==> config.mk <==
export PLATFORM = sky130hd
export DESIGN_NAME = riff_wave_header_parser
export DESIGN_NICKNAME = d
export VERILOG_FILES = /design/src/rtl/rwh_pkg.sv /design/src/rtl/rwh_core.sv /design/src/rtl/riff_wave_header_parser.sv
export SDC_FILE = /design/constraint.sdc
export NUM_CORES = 1
export LEC_CHECK = 0
export ABC_CLOCK_PERIOD_IN_PS = 33200
export BUFFER_PORTS_ARGS = -buffer_cell sky130_fd_sc_hd__buf_4
export CORE_MARGIN = 5
export CORE_UTILIZATION = 34
export DETAILED_ROUTE_END_ITERATION = 16
export SYNTH_ARGS = -nofsm -noshare
export SYNTH_HDL_FRONTEND = slang
export SYNTH_HIERARCHICAL = 1
export SYNTH_SLANG_ARGS = --single-unit
export TNS_END_PERCENT = 100
==> constraint.sdc <==
create_clock -name clk -period 33.2 [get_ports clk]
set_input_delay 6.64 -clock clk [delete_from_list [all_inputs] [get_ports clk]]
set_output_delay 6.64 -clock clk [all_outputs]
set_load 0.02 [all_outputs]
==> src/rtl/rwh_pkg.sv <==
// Shared types and constants for the RIFF WAVE header parser.
package rwh_pkg;

  localparam logic [31:0] TAG_RIFF = 32'h5249_4646;
  localparam logic [31:0] TAG_WAVE = 32'h5741_5645;
  localparam logic [31:0] TAG_FMT  = 32'h666D_7420;
  localparam logic [31:0] TAG_DATA = 32'h6461_7461;

  localparam logic [31:0] FMT_BYTES = 32'd16;

  localparam logic [2:0] ST_OK          = 3'd0;
  localparam logic [2:0] ST_NOT_WAVE    = 3'd1;
  localparam logic [2:0] ST_BAD_FMT     = 3'd2;
  localparam logic [2:0] ST_NO_DATA     = 3'd3;
  localparam logic [2:0] ST_UNSUPPORTED = 3'd4;

  localparam logic [1:0] REG_WANTED_FORMAT      = 2'd0;
  localparam logic [1:0] REG_WANTED_SAMPLE_BITS = 2'd1;

  typedef struct packed {
    logic [2:0]  status;
    logic [15:0] audio_format;
    logic [15:0] channel_count;
    logic [31:0] sample_rate;
    logic [31:0] byte_rate;
    logic [15:0] block_align;
    logic [15:0] sample_bits;
    logic [31:0] data_size;
    logic [31:0] data_offset;
  } result_t;

endpackage

==> src/rtl/rwh_core.sv <==
// Byte-at-a-time chunk walker: parse state and per-byte next-state logic.
module rwh_core import rwh_pkg::*; (
  input  logic          clk,
  input  logic          rst,
  input  logic          accept,
  input  logic [7:0]    byte_value,
  input  logic          first_byte,
  input  logic          last_byte,
  input  logic [15:0]   wanted_format,
  input  logic [15:0]   wanted_sample_bits,
  output logic          emit,
  output result_t       result
);

  localparam logic [2:0] PH_RIFF  = 3'd0;
  localparam logic [2:0] PH_RSIZE = 3'd1;
  localparam logic [2:0] PH_WAVE  = 3'd2;
  localparam logic [2:0] PH_HDR   = 3'd3;
  localparam logic [2:0] PH_FMT   = 3'd4;
  localparam logic [2:0] PH_SKIP  = 3'd5;
  localparam logic [2:0] PH_PAD   = 3'd6;

  logic [2:0]       phase, phase_next;
  logic [3:0]       byte_index, byte_index_next;
  logic [31:0]      chunk_tag, chunk_tag_next;
  logic [31:0]      chunk_length, chunk_length_next;
  logic [31:0]      skip_remaining, skip_remaining_next;
  logic [31:0]      file_position, file_position_next;
  logic [15:0][7:0] fmt_bytes, fmt_bytes_next;
  logic             format_seen, format_seen_next;
  logic             finished, finished_next;

  // state as seen by this byte: a first byte restarts the file
  logic [2:0]       cur_phase;
  logic [3:0]       cur_index;
  logic [31:0]      cur_tag, cur_length, cur_skip, cur_pos;
  logic [15:0][7:0] cur_fmt;
  logic             cur_seen, cur_finished;

  logic [4:0]       index_inc;
  logic [31:0]      length_base;
  logic [2:0]       status;
  logic             report;

  function automatic logic [2:0] after_body(input logic [31:0] skip, input logic len_odd);
    if (skip != 32'd0) return PH_SKIP;
    else if (len_odd)  return PH_PAD;
    else               return PH_HDR;
  endfunction

  always_comb begin
    cur_phase    = first_byte ? PH_RIFF : phase;
    cur_index    = first_byte ? 4'd0 : byte_index;
    cur_tag      = first_byte ? 32'd0 : chunk_tag;
    cur_length   = first_byte ? 32'd0 : chunk_length;
    cur_skip     = first_byte ? 32'd0 : skip_remaining;
    cur_pos      = first_byte ? 32'd0 : file_position;
    cur_fmt      = first_byte ? '0 : fmt_bytes;
    cur_seen     = first_byte ? 1'b0 : format_seen;
    cur_finished = first_byte ? 1'b0 : finished;
  end

  always_comb begin
    phase_next          = cur_phase;
    byte_index_next     = cur_index;
    chunk_tag_next      = cur_tag;
    chunk_length_next   = cur_length;
    skip_remaining_next = cur_skip;
    file_position_next  = cur_pos;
    fmt_bytes_next      = cur_fmt;
    format_seen_next    = cur_seen;
    finished_next       = cur_finished;
    emit                = 1'b0;
    status              = ST_OK;
    report              = 1'b0;
    index_inc           = {1'b0, cur_index} + 5'd1;
    length_base         = (cur_index == 4'd0) ? 32'd0 : cur_length;

    if (!cur_finished) begin
      file_position_next = cur_pos + 32'd1;
      unique case (cur_phase) inside
        PH_RIFF, PH_WAVE: begin
          chunk_tag_next  = {cur_tag[23:0], byte_value};
          byte_index_next = index_inc[3:0];
          if (index_inc >= 5'd4) begin
            byte_index_next = 4'd0;
            if (chunk_tag_next != ((cur_phase == PH_RIFF) ? TAG_RIFF : TAG_WAVE)) begin
              emit   = 1'b1;
              status = ST_NOT_WAVE;
            end else begin
              phase_next = (cur_phase == PH_RIFF) ? PH_RSIZE : PH_HDR;
            end
          end
        end
        PH_RSIZE: begin
          byte_index_next = index_inc[3:0];
          if (index_inc >= 5'd4) begin
            byte_index_next = 4'd0;
            phase_next      = PH_WAVE;
          end
        end
        PH_HDR: begin
          chunk_length_next = length_base;
          if (cur_index < 4'd4) begin
            chunk_tag_next = {cur_tag[23:0], byte_value};
          end else begin
            chunk_length_next = length_base |
                                ({24'd0, byte_value} << {cur_index[1:0], 3'b000});
          end
          byte_index_next = index_inc[3:0];
          if (index_inc >= 5'd8) begin
            byte_index_next = 4'd0;
            if (chunk_tag_next == TAG_FMT) begin
              if (chunk_length_next < FMT_BYTES) begin
                emit   = 1'b1;
                status = ST_BAD_FMT;
              end else begin
                phase_next = PH_FMT;
              end
            end else if (chunk_tag_next == TAG_DATA) begin
              emit   = 1'b1;
              report = 1'b1;
              if (!cur_seen || {cur_fmt[1], cur_fmt[0]} != wanted_format ||
                  {cur_fmt[15], cur_fmt[14]} != wanted_sample_bits) begin
                status = ST_UNSUPPORTED;
              end
            end else begin
              skip_remaining_next = chunk_length_next;
              phase_next = after_body(chunk_length_next, chunk_length_next[0]);
            end
          end
        end
        PH_FMT: begin
          fmt_bytes_next[cur_index] = byte_value;
          byte_index_next = index_inc[3:0];
          if (index_inc[4]) begin
            byte_index_next     = 4'd0;
            format_seen_next    = 1'b1;
            skip_remaining_next = cur_length - FMT_BYTES;
            phase_next = after_body(skip_remaining_next, cur_length[0]);
          end
        end
        PH_SKIP: begin
          skip_remaining_next = cur_skip - 32'd1;
          if (skip_remaining_next == 32'd0) begin
            phase_next = cur_length[0] ? PH_PAD : PH_HDR;
          end
        end
        default: begin
          // pad byte: drop it and go to the next chunk header
          phase_next      = PH_HDR;
          byte_index_next = 4'd0;
        end
      endcase

      if (last_byte && !emit) begin
        emit   = 1'b1;
        status = (phase_next <= PH_WAVE) ? ST_NOT_WAVE : ST_NO_DATA;
      end
      if (emit) begin
        finished_next = 1'b1;
      end
    end

    result.status = status;
    if (report) begin
      result.audio_format  = {cur_fmt[1], cur_fmt[0]};
      result.channel_count = {cur_fmt[3], cur_fmt[2]};
      result.sample_rate   = {cur_fmt[7], cur_fmt[6], cur_fmt[5], cur_fmt[4]};
      result.byte_rate     = {cur_fmt[11], cur_fmt[10], cur_fmt[9], cur_fmt[8]};
      result.block_align   = {cur_fmt[13], cur_fmt[12]};
      result.sample_bits   = {cur_fmt[15], cur_fmt[14]};
      result.data_size     = chunk_length_next;
      result.data_offset   = file_position_next;
    end else begin
      result.audio_format  = 16'd0;
      result.channel_count = 16'd0;
      result.sample_rate   = 32'd0;
      result.byte_rate     = 32'd0;
      result.block_align   = 16'd0;
      result.sample_bits   = 16'd0;
      result.data_size     = 32'd0;
      result.data_offset   = 32'd0;
    end
  end

  always_ff @(posedge clk) begin
    if (rst) begin
      phase          <= PH_RIFF;
      byte_index     <= 4'd0;
      chunk_tag      <= 32'd0;
      chunk_length   <= 32'd0;
      skip_remaining <= 32'd0;
      file_position  <= 32'd0;
      fmt_bytes      <= '0;
      format_seen    <= 1'b0;
      finished       <= 1'b0;
    end else if (accept) begin
      phase          <= phase_next;
      byte_index     <= byte_index_next;
      chunk_tag      <= chunk_tag_next;
      chunk_length   <= chunk_length_next;
      skip_remaining <= skip_remaining_next;
      file_position  <= file_position_next;
      fmt_bytes      <= fmt_bytes_next;
      format_seen    <= format_seen_next;
      finished       <= finished_next;
    end
  end

  assert property (@(posedge clk) disable iff (rst)
    finished |-> (phase != PH_RIFF || byte_index != 4'd0 || file_position != 32'd0))
    else $error("finished parse with no byte consumed");

endmodule

==> src/rtl/riff_wave_header_parser.sv <==
// Top level of the RIFF WAVE header parser: config registers and result register.
// result_valid is registered: it rises the cycle after the completing byte is accepted.
// Throughput: one byte per cycle, held off by byte_stall while a result waits under
// result_stall; both registers update on the accepted byte, so bytes flow as it drains.
// Reset: clears the parse state and the result valid flag; wanted_format resets to 3 and
// wanted_sample_bits to 32.
module riff_wave_header_parser import rwh_pkg::*; (
  input  logic        clk,
  input  logic        rst,
  input  logic        byte_valid,
  output logic        byte_stall,
  input  logic [7:0]  byte_value,
  input  logic        first_byte,
  input  logic        last_byte,
  output logic        result_valid,
  input  logic        result_stall,
  output logic [2:0]  status,
  output logic [15:0] audio_format,
  output logic [15:0] channel_count,
  output logic [31:0] sample_rate,
  output logic [31:0] byte_rate,
  output logic [15:0] block_align,
  output logic [15:0] sample_bits,
  output logic [31:0] data_size,
  output logic [31:0] data_offset,
  input  logic        cfg_valid,
  output logic        cfg_ready,
  input  logic [1:0]  cfg_index,
  input  logic [15:0] cfg_data
);

  logic [15:0] wanted_format;
  logic [15:0] wanted_sample_bits;
  logic        accept;
  logic        emit;
  result_t     core_result;
  result_t     result;

  assign cfg_ready  = 1'b1;
  // hold off bytes only while a result waits and the sink is stalled
  assign byte_stall = result_valid & result_stall;
  assign accept     = byte_valid & ~byte_stall;

  always_ff @(posedge clk) begin
    if (rst) begin
      wanted_format      <= 16'd3;
      wanted_sample_bits <= 16'd32;
    end else if (cfg_valid && cfg_ready) begin
      unique case (cfg_index)
        REG_WANTED_FORMAT:      wanted_format      <= cfg_data;
        REG_WANTED_SAMPLE_BITS: wanted_sample_bits <= cfg_data;
        default: ;
      endcase
    end
  end

  rwh_core u_core (
    .clk                (clk),
    .rst                (rst),
    .accept             (accept),
    .byte_value         (byte_value),
    .first_byte         (first_byte),
    .last_byte          (last_byte),
    .wanted_format      (wanted_format),
    .wanted_sample_bits (wanted_sample_bits),
    .emit               (emit),
    .result             (core_result)
  );

  always_ff @(posedge clk) begin
    if (rst) begin
      result_valid <= 1'b0;
    end else if (accept && emit) begin
      result_valid <= 1'b1;
    end else if (!result_stall) begin
      result_valid <= 1'b0;
    end
  end

  always_ff @(posedge clk) begin
    if (accept && emit) begin
      result <= core_result;
    end
  end

  assign status        = result.status;
  assign audio_format  = result.audio_format;
  assign channel_count = result.channel_count;
  assign sample_rate   = result.sample_rate;
  assign byte_rate     = result.byte_rate;
  assign block_align   = result.block_align;
  assign sample_bits   = result.sample_bits;
  assign data_size     = result.data_size;
  assign data_offset   = result.data_offset;

  assert property (@(posedge clk) $past(rst) |-> !result_valid)
    else $error("result valid right after reset");

  assert property (@(posedge clk) disable iff (rst)
    result_valid |-> (status == ST_OK || status == ST_NOT_WAVE || status == ST_BAD_FMT ||
                      status == ST_NO_DATA || status == ST_UNSUPPORTED))
    else $error("undefined status code");

  assert property (@(posedge clk) disable iff (rst)
    result_valid && (status == ST_NOT_WAVE || status == ST_BAD_FMT || status == ST_NO_DATA)
      |-> (data_size == 32'd0 && data_offset == 32'd0 && audio_format == 16'd0))
    else $error("error result carries field values");

  assert property (@(posedge clk) disable iff (rst)
    result_valid && status == ST_OK
      |-> (audio_format == wanted_format && sample_bits == wanted_sample_bits))
    else $error("ok result with mismatched format");

endmodule
==> metrics, run 1 <==
Non-Filler Instances 3723; most common cell after layout, fill and taps aside nor2_1; Die Footprint between 70000 and 80000 µm²; status completed; switching part of the total 0.250; Clock Latency Late Sink about 600 ps; htree depth 2; Final Power 0.00138 W; Final Cell Area 28100 µm²; Synth Area per Inst roughly 9 µm²; Power Dens Cells around 50 nW/µm²; Core Footprint 69900 µm²; max incr delay on CP 160 ps; drt drc 0; distinct cell type count after synthesis 83; clk sinks around 490; endpoints failing hold 0; gpl congestion ~0.93; antenna violations before repair 4; Max FO, Critical Path 3; Peak Freq 72.8 MHz; worst-margin pin slew approximately 1300 ps; Top cell by count, worst path buf_4; final setup vio count 0; Setup Fix Bufs, Post-CTS 0; relative slew slack 0.138; GRT Util Overall 0.211; Max-cap violations 0; first-pass GRT wire length 126 mm; CTS root buf clkbuf_16; clk_skew between 15 and 20 ps; Post-CTS Resized 0; RSZ-0062 raised after global routing no; share of cells above drive strength 1 0.134; Lkg Pwr 10.1 nW; largest net degree at the start of global routing between 150 and 200; cells after synthesis 2628; #FFs+latches synth 493; DR vias/cell 5.73; Startpoint Class input port; CP cell instances buf_4 -> nand2_1 -> inv_1 -> buf_4; min-delay worst type register to register; area grow syn2layout 17.5%; routed wire length per instance around 22 µm; period utilization 0.414; via count approximately 21k; combinational share of power 0.091; Die W 275 µm; CP Capture Type output port; die extent in y 275 µm; Detailed Route WL 83.7 mm; DRT iter0 DRCs 2263; fin crit period 13730 ps; sw power between 0.0003 and 0.0004 W; Starting Density 0.342; Post-Syn Nets 2668; Clk pwr share 0.439; Max IR drop VDD around 36 µV; HPWL Detailed 57.5 mm; Ports 231; quantity of I/O buffers inserted on ports ~230; post-route ant nets 0; cts hold-fix bufs 0; Inst Count DP 3625; Seq/Total Area, Yosys 0.494; CTS clk-pin slew, worst paths roughly 60 ps; WP data arrival about 7100 ps; FP Rows 97; most frequent cells in the layout 463 x nor2_1, 298 x dfxtp_1, 264 x buf_4, 211 x a22oi_1, 195 x edfxtp_1; ys async rst share 0; Slowest-stage cell, CP buf_4; synthesized area 23900 µm²; setup_tns 0 ps; Area after DPL 26300 µm²; 1st-pass router iterations 6; Critical Path RT about 27000 ps; Max Slew Vio Count 0; total grt overflow 0; Worst Setup Path Type input port to output port; Clock Path Buffers 3; yosys synthesis warning count 6; vias in the first global route 20.3k; CTS tree yes; total CTS buffers 52; Synth Flop Type dfxtp_1; Post-synth EDFFs 195; sequential share of power 0.470; Power Internal 0.00104 W; Final nets 2779
-- synth_stat cells (all sizes together) (29+ instances only) --
cell type  instances  area [µm²]
mux2i             50         500
nor3              61         305
nand2            133         499
xor2              33         289
nand2b            50         313
o21ai            117         586
xnor2             42         368
clkbuf           181         679
nor4              48         319
a21oi            131         656
inv               29         109
nor2             469        1780
edfxtp           195        5860
and2             143         895
and3              34         213
dfxtp            298        5970
a22oi            211        1580
nand3             37         190
-- metrics by stage --
stage	hold WS, ps	util	setup slack, ps
after floorplan	441	-	15190
after detailed placement	474	0.377	19470
after CTS	483	0.402	19470
final	481	0.402	19470
after global placement	453	0.377	19450
after global routing	507	0.402	19420
-- state kept, by name, summed over array words and instances (netlist names) --
name,cells
audio_format,16
block_align,16
byte_rate,32
channel_count,16
data_offset,32
data_size,32
result_valid,1
sample_bits,16
sample_rate,32
status,3
u_core/byte_index,4
u_core/chunk_length,32
u_core/chunk_tag,32
u_core/file_position,32
u_core/finished,1
u_core/fmt_bytes,128
u_core/format_seen,1
u_core/phase,3
u_core/skip_remaining,32
wanted_format,16
wanted_sample_bits,16
-- kinds of logic (layout without fill, tap and decap cells) --
group / count (synthesis) / in the layout / synth area share
AND/OR/NAND/NOR: 1120 / 1120 / 0.234
AO/OA/AOI/OAI: 643 / 643 / 0.180
flip-flops: 493 / 493 / 0.494
buffers and inverters: 238 / 392 / 0.0385
XOR/XNOR: 75 / 75 / 0.0275
multiplexers: 51 / 51 / 0.0214
adder cells (fa/ha/maj): 7 / 7 / 0.00366
other: 1 / 2 / 0.000157
-- metal layers --
metal	share of wire	wire [µm]	GRT usage
met1	0.42	35400	0.288
met4	0.030	2490	0.0638
met5	0.00024	20	0
met3	0.084	7030	0.0433
met2	0.46	38800	0.339
-- layout make-up --
cell class | instances | area, µm²
antenna | 1 | 2.50
clock buffer | 77 | 1500
clock inverter | 20 | 275
fill | 6930 | 41800
inverter | 30 | 113
multi-input combinational | 1897 | 11200
sequential | 493 | 11800
tap | 940 | 1180
timing repair buffer | 265 | 2000
-- worst max-delay path: cells and delay by family --
| family | cells | cell delay [ps] |
|---|---|---|
| AND/OR/NAND/NOR | 1 | 90 |
| buffers and inverters | 3 | 360 |
-- final timing paths --
path	to	depth (start not counted)	slack, ps	startpoint
worst max register to register	sample_rate[10]	13	26700	u_core/byte_index[0]
worst min register to register	u_core/file_position[18]	2	480	u_core/file_position[18]
worst min-delay path	u_core/file_position[18]	2	480	u_core/file_position[18]
worst max-delay path	byte_stall	4	19470	result_stall
-- power groups by stage --
stage | sequential, W | combinational, W | clock (W)
floorplan | 0.000669 | 0.0000743 | 0
global placement | 0.000662 | 0.000122 | 0
detailed placement | 0.000663 | 0.000124 | 0
CTS | 0.000649 | 0.000124 | 0.000620
global route | 0.000651 | 0.000134 | 0.000645
finish | 0.000650 | 0.000125 | 0.000607
Power figures use the tool's default switching activity.
==> run 2: changes to the inputs <==
ABC_AREA = 1   (was default)
ABC_CLOCK_PERIOD_IN_PS = 14300   (was 33200)
clock period = 14.3 ns   (was 33.2 ns; I/O delays follow)
==> metrics, run 2 <==
first-pass GRT wire length 143 mm; Final nets around 3.9k; Clk pwr share 0.408; Worst Setup Path Type input port to register; largest cells by area after synthesis dfxtp_1 22%, edfxtp_1 22%, nand2_1 12%; setup_tns 0 ps; worst hold slack 464 ps; Synth Area per Inst 7.19 µm²; adder-cell share of the synthesized area 0.00324; share of cells above drive strength 1 0.100; htree depth 2; Reg2Reg Depth 20; post-route ant nets 0; Post-CTS Resized 0; gpl congestion 0.997; CTS clk-pin slew, worst paths around 60 ps; DR vias/cell 5.29; Hold Crit Depth 2; switching part of the total 0.296; GRT Util Overall 0.209; cell taking the most area after synthesis dfxtp_1; CTS root buf clkbuf_16; quantity of I/O buffers inserted on ports 229; area grow syn2layout 15.0%; Setup Fix Bufs, Post-CTS 0; min-delay worst type register to register; Post-synth top cells 859 x nand2_1, 542 x nor2_1, 420 x inv_1; HPWL Detailed 66.1 mm; distinct cell type count after synthesis between 60 and 70; Starting Density 0.342; most flop-heavy register u_core/fmt_bytes; worst-margin pin slew roughly 1100 ps; yosys synthesis warning count 6; Critical Path RT 14560 ps; via count 26.1k; WP data arrival 7900 ps; Synth Area in Simple Gates 0.247; most frequent cells in the layout 859 x nand2_1, 539 x nor2_1, 418 x inv_1, 416 x o21ai_0, 298 x dfxtp_1; most common cell after layout, fill and taps aside nand2_1; Ports roughly 230; Max IR drop VDD 100 µV; antenna violations before repair 5; cells after synthesis 3758; total CTS buffers 53; fin crit period 7640 ps; largest net degree at the start of global routing 264; final core occ 0.394; FP Rows 103; Post-Synth XOR/XNOR Area 0.0191; synthesized area 27000 µm²; most common cell in the netlist nand2_1; Clock Path Buffers 3; Power Internal 0.00260 W; Clock Latency Late Sink around 640 ps; vias in the first global route 23.6k; Seq/Total Area, Yosys 0.438; relative slew slack 0.234; Power Dens Cells 119 nW/µm²; Max FO, Critical Path 79; 1st-pass router iterations 6; sw power 0.00109 W; Core Footprint 78900 µm²; combinational share of power 0.163; Worst R2R Start u_core/byte_index[1]; Die W about 300 µm; DRT iter0 DRCs 2994; period utilization 0.534; Max Slew Vio Count 0; Max-cap violations 0; endpoints failing hold 0; largest family of logic cells by synthesized area simple AND/OR/NAND/NOR gates; max reg flops 128; #FFs+latches synth 493; clk sinks 493; Inst Count DP 4832; total grt overflow 0; fraction of the mapped netlist area in compound gates 0.191; hold path start u_core/fmt_bytes[118]; die extent in y around 300 µm; Detailed Route WL 94.1 mm; clk_skew 52.8 ps; Startpoint Class input port; CP Capture Type register; Post-Syn Nets 3798; Lkg Pwr 13.4 nW; Yosys top cell area share 0.221; Post-synth EDFFs 195; Peak Freq 131 MHz; drt drc 0; RSZ-0062 raised after global routing no; status completed; post-synthesis mux area share 0; Die Footprint ~85000 µm²; sequential share of power 0.429; cts hold-fix bufs 0; final setup vio count 0; Synth Flop Type dfxtp_1; worst setup path start first_byte; CTS tree yes; ys async rst share 0; Non-Filler Instances 4934; routed wire length per instance 19.1 µm
run 2: changes by cell type after synthesis, moves of 74 or more:
cell,previous run,this run
a22oi_1,211,1
o21ai_0,98,416
a21oi_1,131,223
nor2_1,468,542
inv_1,29,420
and2_1,143,1
nand2_1,133,859
nand3_1,36,124
run 2: final cells by class:
class,instances,area (µm²)
Timing Repair Buffer,254,1920
Antenna cell,2,5.00
Inverter,429,1620
Tap cell,1050,1310
Clock buffer,66,1460
Multi-Input combinational cell,2606,12500
Clock inverter,34,458
Sequential cell,493,11800
Fill cell,8266,47800
run 2: path summary, 6_finish.rpt:
kind                            slack [ps]               endpoint
worst max register to register        8740           byte_rate[4]
worst max-delay path                  6660           byte_rate[4]
worst min register to register         460  u_core/fmt_bytes[118]
worst min-delay path                   460  u_core/fmt_bytes[118]
run 2: cell families after synthesis:
family                   after synthesis
AO/OA/AOI/OAI                        897
XOR/XNOR                              59
adder cells (fa/ha/maj)                7
buffers and inverters                659
flip-flops                           493
other                                  1
AND/OR/NAND/NOR                     1642
run 2: metal layers:
layer  up-vias  GRT usage  part of all wire
met4         0     0.0608             0.032
met1     12300      0.305              0.45
met3       146     0.0353             0.079
met5         -          0                 0
met2      1061      0.321              0.44
li1      12600          -                 -
run 2: metrics by stage:
| step | area, µm² | setup slack [ps] | power [W] |
|---|---|---|---|
| after floorplan | 27000 | 1470 | 0.00201 |
| after global placement | 29100 | 6220 | 0.00220 |
| after detailed placement | 29100 | 6110 | 0.00220 |
| after CTS | 31100 | 6770 | 0.00371 |
| after global routing | 31100 | 6310 | 0.00384 |
| final | 31100 | 6660 | 0.00369 |
run 2: critical path, cell delays in order:
cell and delay [ps]:
buf_4 140, buf_4 530, buf_4 690, nor2_1 180, inv_1 110, nand2_1 50, o21ai_0 140, nand2_1 100
nor2_1 150, nand2_1 100, nor2_2 230, nand2_1 80, nor2_1 210, nand3_1 180, nand3b_1 180, nand2_1 80
inv_1 60, inv_1 70, nor3_4 170, buf_4 570, buf_4 850
run 2: power by group through the flow:
| stage | Sequential [W] | Combinational (W) | Clock [W] |
|---|---|---|---|
| 3_3_place_gp | 0.00161 | 0.000588 | 0 |
| 6_report | 0.00159 | 0.000602 | 0.00151 |
| 5_1_grt | 0.00159 | 0.000660 | 0.00159 |
| 2_1_floorplan | 0.00164 | 0.000376 | 0 |
| 4_1_cts | 0.00158 | 0.000590 | 0.00154 |
| 3_5_place_dp | 0.00161 | 0.000588 | 0 |
